`config.mk`:
```
export PLATFORM = sky130hd
export DESIGN_NAME = integer_to_text_converter_core_flat
export DESIGN_NICKNAME = d
export VERILOG_FILES = /design/src/hw/rtl/i2t_pkg.sv /design/src/hw/rtl/i2t_if.sv /design/src/hw/rtl/integer_to_text_converter_core.sv /design/src/hw/rtl/i2t_front.sv /design/src/hw/rtl/i2t_queue.sv /design/src/hw/rtl/i2t_back.sv /design/src/flat_wrapper.sv
export SDC_FILE = /design/constraint.sdc
export NUM_CORES = 1
export LEC_CHECK = 0
export ABC_AREA = 1
export BUFFER_PORTS_ARGS = -buffer_cell sky130_fd_sc_hd__clkbuf_2
export CORE_UTILIZATION = 40
export CTS_CLUSTER_DIAMETER = 120
export DETAILED_ROUTE_END_ITERATION = 7
export GPL_TIMING_DRIVEN = 0
export PLACE_DENSITY_LB_ADDON = 0.1
export SLEW_MARGIN = 20
export SYNTH_ARGS = -nofsm -noshare
export SYNTH_HDL_FRONTEND = slang
export SYNTH_SLANG_ARGS = --single-unit
```
`constraint.sdc`:
```
create_clock -name clk_i -period 7.3 [get_ports clk_i]
set_input_delay 0.365 -clock clk_i [delete_from_list [all_inputs] [get_ports clk_i]]
set_output_delay 0.365 -clock clk_i [all_outputs]
set_load 0.1 [all_outputs]
```
`src/hw/rtl/i2t_pkg.sv`:
```
// shared constants, types and state codes of the integer to text converter
package i2t_pkg;

  localparam int unsigned VALUE_WIDTH = 64;
  localparam int unsigned IN_VALUE_W  = 64;
  localparam int unsigned FUNC_W      = 2;
  localparam int unsigned MINW_W      = 5;
  localparam int unsigned CHAR_W      = 7;

  localparam int unsigned HEX_DIGITS = (VALUE_WIDTH + 3) / 4;
  localparam int unsigned PAD_WIDTH  = HEX_DIGITS * 4;
  localparam int unsigned CONV_STEPS = PAD_WIDTH / 4;
  localparam int unsigned STEP_W     = $clog2(CONV_STEPS);
  localparam int unsigned DEC_DIGITS = 20;
  localparam int unsigned IDX_W      = $clog2(DEC_DIGITS);
  localparam int unsigned CNT_W      = $clog2(DEC_DIGITS + 1);

  localparam int unsigned Q_DEPTH = 2;
  localparam int unsigned Q_PTR_W = $clog2(Q_DEPTH);

  localparam logic [CHAR_W-1:0] CHAR_MINUS    = 7'd45;
  localparam logic [CHAR_W-1:0] CHAR_ZERO     = 7'd48;
  localparam logic [CHAR_W-1:0] CHAR_HEX_BASE = 7'd87;

  typedef enum logic [FUNC_W-1:0] {
    FUNC_UDEC = 2'd0,
    FUNC_SDEC = 2'd1,
    FUNC_HEX  = 2'd2,
    FUNC_RSVD = 2'd3
  } func_e;

  typedef enum logic [2:0] {
    BK_IDLE,
    BK_CONV,
    BK_COUNT,
    BK_SIGN,
    BK_EMIT
  } back_state_e;

  // one classified job handed from the front to the back
  typedef struct packed {
    logic                   is_hex;
    logic                   neg;
    logic [VALUE_WIDTH-1:0] mag;
    logic [CNT_W-1:0]       width;
  } job_t;

endpackage

```
`src/hw/rtl/i2t_if.sv`:
```
// valid/ready channel interfaces for request and character words
interface i2t_in_if;
  import i2t_pkg::*;

  logic                  valid;
  logic                  ready;
  logic [FUNC_W-1:0]     func;
  logic [IN_VALUE_W-1:0] value;
  logic [MINW_W-1:0]     min_width;

  modport source (output valid, output func, output value, output min_width, input ready);
  modport sink   (input valid, input func, input value, input min_width, output ready);
endinterface

interface i2t_out_if;
  import i2t_pkg::*;

  logic              valid;
  logic              ready;
  logic [CHAR_W-1:0] char_code;
  logic              last;

  modport source (output valid, output char_code, output last, input ready);
  modport sink   (input valid, input char_code, input last, output ready);
endinterface

```
`src/hw/rtl/integer_to_text_converter_core.sv`:
```
// integer to text converter: front classifier, job queue and digit back end
// decimal values pass through the shift-and-add-3 unit, 4 bits per cycle over 64 bits
// the 2-entry queue lets up to two more request words in while one is converted
// reset: asynchronous active low, queue empty, back end idle, no output word
module integer_to_text_converter_core (
  input  logic      clk_i,
  input  logic      rst_ni,
  i2t_in_if.sink    in_i,
  i2t_out_if.source out_o
);
  import i2t_pkg::*;

  // front to queue
  job_t push_job;
  logic push;
  logic full;

  // queue to back
  job_t pop_job;
  logic pop;
  logic empty;

  // front: masks the value, picks hex or decimal, negates signed negatives,
  // clamps the hex width to the nybble count
  i2t_front u_front (
    .in_i   (in_i),
    .full_i (full),
    .push_o (push),
    .job_o  (push_job)
  );

  // short queue so the request side keeps moving while the back end works
  i2t_queue u_queue (
    .clk_i   (clk_i),
    .rst_ni  (rst_ni),
    .push_i  (push),
    .job_i   (push_job),
    .full_o  (full),
    .pop_i   (pop),
    .job_o   (pop_job),
    .empty_o (empty)
  );

  // back: binary to bcd with the shift-and-add-3 unit for decimal, direct nybble load for hex,
  // then leading digit count and one character per cycle into the output register while it is free
  i2t_back u_back (
    .clk_i   (clk_i),
    .rst_ni  (rst_ni),
    .job_i   (pop_job),
    .empty_i (empty),
    .pop_o   (pop),
    .out_o   (out_o)
  );

endmodule

```
`src/hw/rtl/i2t_front.sv`:
```
// front end: takes request words and classifies them into jobs
module i2t_front (
  i2t_in_if.sink         in_i,
  input  logic           full_i,
  output logic           push_o,
  output i2t_pkg::job_t  job_o
);
  import i2t_pkg::*;

  logic [VALUE_WIDTH-1:0] val;
  logic                   is_hex;
  logic                   neg;

  assign val    = in_i.value[VALUE_WIDTH-1:0];
  assign is_hex = (in_i.func == FUNC_HEX) || (in_i.func == FUNC_RSVD);
  assign neg    = (in_i.func == FUNC_SDEC) && val[VALUE_WIDTH-1];

  assign in_i.ready = !full_i;
  assign push_o     = in_i.valid && !full_i;

  always_comb begin
    job_o.is_hex = is_hex;
    job_o.neg    = neg;
    // two's complement magnitude, the most negative value maps onto itself
    job_o.mag    = neg ? (~val + 1'b1) : val;
    if (!is_hex) begin
      job_o.width = '0;
    end else if (in_i.min_width > MINW_W'(HEX_DIGITS)) begin
      job_o.width = CNT_W'(HEX_DIGITS);
    end else begin
      job_o.width = CNT_W'(in_i.min_width);
    end
  end

endmodule

```
`src/hw/rtl/i2t_queue.sv`:
```
// two-entry job queue between front and back
module i2t_queue (
  input  logic          clk_i,
  input  logic          rst_ni,
  input  logic          push_i,
  input  i2t_pkg::job_t job_i,
  output logic          full_o,
  input  logic          pop_i,
  output i2t_pkg::job_t job_o,
  output logic          empty_o
);
  import i2t_pkg::*;

  job_t               mem_q [Q_DEPTH];
  logic [Q_PTR_W-1:0] wr_ptr_q, rd_ptr_q;
  logic [Q_PTR_W:0]   count_q;

  assign full_o  = (count_q == (Q_PTR_W + 1)'(Q_DEPTH));
  assign empty_o = (count_q == '0);
  assign job_o   = mem_q[rd_ptr_q];

  always_ff @(posedge clk_i or negedge rst_ni) begin
    if (!rst_ni) begin
      wr_ptr_q <= '0;
      rd_ptr_q <= '0;
      count_q  <= '0;
    end else begin
      if (push_i) begin
        wr_ptr_q <= wr_ptr_q + 1'b1;
      end
      if (pop_i) begin
        rd_ptr_q <= rd_ptr_q + 1'b1;
      end
      if (push_i && !pop_i) begin
        count_q <= count_q + 1'b1;
      end else if (pop_i && !push_i) begin
        count_q <= count_q - 1'b1;
      end
    end
  end

  always_ff @(posedge clk_i) begin
    if (push_i) begin
      mem_q[wr_ptr_q] <= job_i;
    end
  end

endmodule

```
`src/hw/rtl/i2t_back.sv`:
```
// back end: digit extraction and character emission with an output register
module i2t_back (
  input  logic          clk_i,
  input  logic          rst_ni,
  input  i2t_pkg::job_t job_i,
  input  logic          empty_i,
  output logic          pop_o,
  i2t_out_if.source     out_o
);
  import i2t_pkg::*;

  typedef logic [DEC_DIGITS-1:0][3:0] digits_t;

  // four shift-and-add-3 steps, one per incoming binary bit
  function automatic digits_t dabble4(digits_t bcd, logic [3:0] bits);
    digits_t                   b;
    logic [DEC_DIGITS*4-1:0]   flat;
    b = bcd;
    for (int s = 3; s >= 0; s--) begin
      for (int k = 0; k < DEC_DIGITS; k++) begin
        if (b[k] >= 4'd5) begin
          b[k] = b[k] + 4'd3;
        end
      end
      flat = b;
      b    = {flat[DEC_DIGITS*4-2:0], bits[s]};
    end
    return b;
  endfunction

  function automatic logic [CHAR_W-1:0] digit_char(logic [3:0] d);
    if (d > 4'd9) begin
      return CHAR_W'(d) + CHAR_HEX_BASE;
    end
    return CHAR_W'(d) + CHAR_ZERO;
  endfunction

  back_state_e            state_q, state_d;
  digits_t                digit_q, digit_d;
  logic [PAD_WIDTH-1:0]   shreg_q, shreg_d;
  logic [STEP_W-1:0]      step_q, step_d;
  logic                   neg_q, neg_d;
  logic [CNT_W-1:0]       width_q, width_d;
  logic [IDX_W-1:0]       idx_q, idx_d;
  logic                   out_valid_q;
  logic [CHAR_W-1:0]      char_q;
  logic                   last_q;

  logic                   slot_free;
  logic                   load;
  logic [CHAR_W-1:0]      load_char;
  logic                   load_last;
  logic [PAD_WIDTH-1:0]   pad_mag;
  digits_t                hex_dig;
  logic [CNT_W-1:0]       sig;
  logic [CNT_W-1:0]       n_chars;

  assign slot_free = !out_valid_q || out_o.ready;
  assign pad_mag   = PAD_WIDTH'(job_i.mag);

  assign out_o.valid     = out_valid_q;
  assign out_o.char_code = char_q;
  assign out_o.last      = last_q;

  always_comb begin
    hex_dig = '0;
    for (int k = 0; k < HEX_DIGITS; k++) begin
      hex_dig[k] = pad_mag[k*4 +: 4];
    end
  end

  // position of the top nonzero digit
  always_comb begin
    sig = '0;
    for (int k = 0; k < DEC_DIGITS; k++) begin
      if (digit_q[k] != 4'd0) begin
        sig = CNT_W'(k + 1);
      end
    end
    n_chars = (sig > width_q) ? sig : width_q;
    if (n_chars == '0) begin
      n_chars = CNT_W'(1);
    end
  end

  always_comb begin
    state_d   = state_q;
    digit_d   = digit_q;
    shreg_d   = shreg_q;
    step_d    = step_q;
    neg_d     = neg_q;
    width_d   = width_q;
    idx_d     = idx_q;
    pop_o     = 1'b0;
    load      = 1'b0;
    load_char = CHAR_ZERO;
    load_last = 1'b0;
    case (state_q)
      BK_IDLE: begin
        if (!empty_i) begin
          pop_o   = 1'b1;
          neg_d   = job_i.neg;
          width_d = job_i.width;
          shreg_d = pad_mag;
          step_d  = '0;
          if (job_i.is_hex) begin
            digit_d = hex_dig;
            state_d = BK_COUNT;
          end else begin
            digit_d = '0;
            state_d = BK_CONV;
          end
        end
      end
      BK_CONV: begin
        digit_d = dabble4(digit_q, shreg_q[PAD_WIDTH-1 -: 4]);
        shreg_d = shreg_q << 4;
        step_d  = step_q + 1'b1;
        if (step_q == STEP_W'(CONV_STEPS - 1)) begin
          state_d = BK_COUNT;
        end
      end
      BK_COUNT: begin
        idx_d   = IDX_W'(n_chars - 1'b1);
        state_d = neg_q ? BK_SIGN : BK_EMIT;
      end
      BK_SIGN: begin
        if (slot_free) begin
          load      = 1'b1;
          load_char = CHAR_MINUS;
          state_d   = BK_EMIT;
        end
      end
      BK_EMIT: begin
        if (slot_free) begin
          load      = 1'b1;
          load_char = digit_char(digit_q[idx_q]);
          load_last = (idx_q == '0);
          if (idx_q == '0) begin
            state_d = BK_IDLE;
          end else begin
            idx_d = idx_q - 1'b1;
          end
        end
      end
      default: begin
        state_d = BK_IDLE;
      end
    endcase
  end

  always_ff @(posedge clk_i or negedge rst_ni) begin
    if (!rst_ni) begin
      state_q     <= BK_IDLE;
      out_valid_q <= 1'b0;
    end else begin
      state_q <= state_d;
      if (load) begin
        out_valid_q <= 1'b1;
      end else if (out_o.ready) begin
        out_valid_q <= 1'b0;
      end
    end
  end

  always_ff @(posedge clk_i) begin
    digit_q <= digit_d;
    shreg_q <= shreg_d;
    step_q  <= step_d;
    neg_q   <= neg_d;
    width_q <= width_d;
    idx_q   <= idx_d;
    if (load) begin
      char_q <= load_char;
      last_q <= load_last;
    end
  end

endmodule

```
`src/flat_wrapper.sv`:
```
// flat-port wrapper written by rule: the top's interface ports become plain ports
module integer_to_text_converter_core_flat import i2t_pkg::*;
  (clk_i, rst_ni, in_i_valid, in_i_func, in_i_value, in_i_min_width, in_i_ready, out_o_valid, out_o_char_code, out_o_last, out_o_ready);
  i2t_in_if in_i_i ();
  i2t_out_if out_o_i ();
  input  logic clk_i;
  input  logic rst_ni;
  input wire logic [$bits(in_i_i.valid)-1:0] in_i_valid;
  input wire logic [$bits(in_i_i.func)-1:0] in_i_func;
  input wire logic [$bits(in_i_i.value)-1:0] in_i_value;
  input wire logic [$bits(in_i_i.min_width)-1:0] in_i_min_width;
  output wire logic [$bits(in_i_i.ready)-1:0] in_i_ready;
  output wire logic [$bits(out_o_i.valid)-1:0] out_o_valid;
  output wire logic [$bits(out_o_i.char_code)-1:0] out_o_char_code;
  output wire logic [$bits(out_o_i.last)-1:0] out_o_last;
  input wire logic [$bits(out_o_i.ready)-1:0] out_o_ready;
  assign in_i_i.valid = in_i_valid;
  assign in_i_i.func = in_i_func;
  assign in_i_i.value = in_i_value;
  assign in_i_i.min_width = in_i_min_width;
  assign in_i_ready = in_i_i.ready;
  assign out_o_valid = out_o_i.valid;
  assign out_o_char_code = out_o_i.char_code;
  assign out_o_last = out_o_i.last;
  assign out_o_i.ready = out_o_ready;
  integer_to_text_converter_core u_core (.clk_i(clk_i), .rst_ni(rst_ni), .in_i(in_i_i), .out_o(out_o_i));
endmodule
```
==> impl_metrics.yaml <==
die:
  dieWidth_um: 246
  start_util: 0.409
  io_pins: 85
  core-area_mm2: 0.0581
  dieArea_mm2: 0.0604
  die_height_um: 246
  num_rows: 88
placed_design:
  dp.cells: 3761
  port_buffers: 84
  dp_hpwl_um: 51300
  gp_congestion: 0.880
route:
  wl_um: 64900
  dr_total_vias: 19500
  initialDrtViolationCount: 1192
  avgViaCountPerCell: 5.09
  drc: 0
  drtPass1Iterations: 6
  route.detailed.wl_per_inst_um: 17.0
  ant_nets: 0
layout:
  nets: 3287
  fillCellCount: 5673
  instances_no_fill: 3831
  diodes: 0
  drive_gt1_frac: 0.133
  final_util: 0.459
  areaGrowthSynthToFinish_pct: 12.4
critical_path:
  arrival_ns: 4.73
  slowest_stage: "edfxtp_1"
  endpoint_kind: "flop"
  reg2reg_depth: 36
  crit_required_ns: 7.59
  worstSetupPathType: "flop to flop"
  cp_common_cell: "nand2_1"
  crit_path_max_fanout: 7
  crit_path_max_incr_delay_ns: 0.45
  startpoint_type: "flop"
yosys:
  synth_area_mm2: 0.0238
  synth.distinct_cells: 66
  synthTopCellsByArea: "edfxtp_1 39%, nand2_1 10%, ha_1 9.2%"
  yosys_warnings: 0
  synth-edff-count: 309
  synthArstFlopShare: 0.0252
  synth_seq_cells: 317
  yosys.area.top_type: "edfxtp_1"
  synth_flop_cell: "edfxtp_1"
  synth_nets: 3152
  synth_top_area_share: 0.391
  ys_seq_area_frac: 0.399
  avgSynthCellArea_um2: 8.18
  syn-instance-count: 2903
clock_network:
  clock-root-buffer: "clkbuf_16"
  clk_latency_ns: 0.57
  clock_path_buffers: 3
  cts.sinks: 317
  clk_pin_slew_worst_paths_ns: 0.05
  post_cts_resized: 0
  cts_tree: "yes"
  numCtsBuffers: 39
  cts_setup_buffers: 0
  htreeDepth: 2
timing:
  holdWs_ns: 0.0839
  relSlewSlack: 0.278
  period_share: 0.609
  rsz0062_at_grt: "no"
  period_needed_ns: 4.45
  fmax_mhz: 225
  skew_ns: 0.0162
  hold_viol_final: 0
  setup_viol: 0
  tightest_slew_ns: 1.08
  drv_slew: 0
grt:
  grt_pass1_vias: 19000
  grt_max_degree: 56
  antenna_found_initial: 0
  grt-ovfl-total: 0
  grt_pass1_wl_um: 101000
  grt_use_total: 0.215
run_status:
  outcome: "completed"
worst_hold_path:
  holdPathStages: 1
  worstHoldPathType: "input port to flop"
job:
  cap_violations: 0
==> sequential cells by signal (all words and copies together), names as in the netlist, 2 cells and up <==
name                           cells
u_core.u_back.step_q               4
u_core.u_back.out_o.char_code      7
u_core.u_back.idx_q                5
u_core.u_back.state_q              3
u_core.u_back.width_q              5
u_core.u_queue.count_q             2
u_core.u_back.digit_q             80
u_core.u_back.shreg_q             64
u_core.u_queue.mem_q             142
==> cell usage in the layout, fill, tap and decap left out, types with 6 or more instances in the layout <==
master,instances
xor2_1,99
nor2_1,237
nand2_2,35
a21oi_1,167
buf_1,10
inv_2,15
ha_1,174
o21ai_2,74
clkbuf_1,44
o211ai_1,21
clkbuf_16,39
clkinv_1,10
clkbuf_2,84
or2_1,15
edfxtp_1,309
inv_1,460
buf_2,7
a211oi_1,8
nand3_1,76
o21ai_0,174
nor4_1,11
o21ai_1,58
nand3b_1,13
o22ai_1,20
a21oi_2,9
a31oi_1,8
xnor2_1,34
or2_2,11
nor2_4,6
nor3_1,33
dfrtp_1,8
mux2_2,70
nand2_1,640
==> critical path, delay by kind of cell, from the launching register on <==
kind / cells / cell delay [ns]
and+or+nand+nor: 25 / 1.84
adders and majority gates: 3 / 0.66
DFF: 1 / 0.45
buffers and inverters: 4 / 0.41
xor gates and xnor gates: 1 / 0.16
AOI/OAI and AO/OA: 3 / 0.65
==> worst paths after layout <==
check                                           from                          to  slack (ns)
max                         u_core.u_back.digit_q[4]      u_core.u_back.idx_q[2]        2.85
min                                    in_i_value[0]  u_core.u_queue.mem_q[1][5]        0.08
max reg2reg                 u_core.u_back.digit_q[4]      u_core.u_back.idx_q[2]        2.85
min reg2reg                u_core.u_queue.count_q[0]   u_core.u_queue.count_q[0]        0.51
max in group asynchronous                     rst_ni    u_core.u_back.state_q[2]        6.85
min in group asynchronous                     rst_ni     u_core.u_queue.wr_ptr_q        0.22
==> cell usage after synthesis (all sizes together), types with 34 or more instances <==
| master | n |
|---|---|
| inv | 475 |
| mux2 | 70 |
| clkbuf | 38 |
| nor2 | 248 |
| nor3 | 38 |
| xnor2 | 34 |
| nand3 | 80 |
| edfxtp | 309 |
| xor2 | 101 |
| nand2 | 678 |
| o21ai | 307 |
| a21oi | 176 |
| ha | 174 |
==> area by class of cell <==
type / instances / area (µm²) / area share
clock inverter: 22 / 290 / 0.0109
buffer: 58 / 259 / 0.00971
inverter: 479 / 1800 / 0.0674
sequential: 317 / 9480 / 0.355
tap: 765 / 957 / 0.0359
clock buffer: 47 / 1020 / 0.0381
timing repair buffer: 94 / 648 / 0.0243
multi-input combinational: 2049 / 12200 / 0.459
==> timing repair <==
| item | in CTS | in global routing |
|---|---|---|
| endpoints found under the hold margin | 8 | 0 |
| hold buffers | 1 | 0 |
| setup endpoints to repair | 0 | 0 |
==> per-stage QoR <==
| step | cell area, µm² | setup TNS, ns | setup slack, ns |
|---|---|---|---|
| CTS | 26700 | 0 | 2.90 |
| global placement | 25100 | -126.48 | -0.873 |
| finish | 26700 | 0 | 2.85 |
| detailed placement | 25400 | 0 | 2.93 |
| global route | 26700 | 0 | 2.38 |
| floorplan | 23800 | 0 | 2.25 |
==> per-layer routing <==
metal  track usage  up-vias  share of wire  wire, µm
met5             0        -              0         0
met4        0.0627        0          0.025      1620
met3        0.0261       93          0.042      2750
met2         0.366      437           0.47     30400
met1         0.285     9126           0.46     30200
li1              -     9830              -         -
==> cells by family after synthesis <==
family | share of synthesized area
fa+ha+maj | 0.0917
compound gates | 0.140
xor+xnor | 0.0509
flops | 0.399
mux | 0.0336
simple gates | 0.198
buf+inv | 0.0866
Power is left out: the tool's default activity adds up to more than one toggle a clock period on the data nets, which glitch-free logic cannot reach.
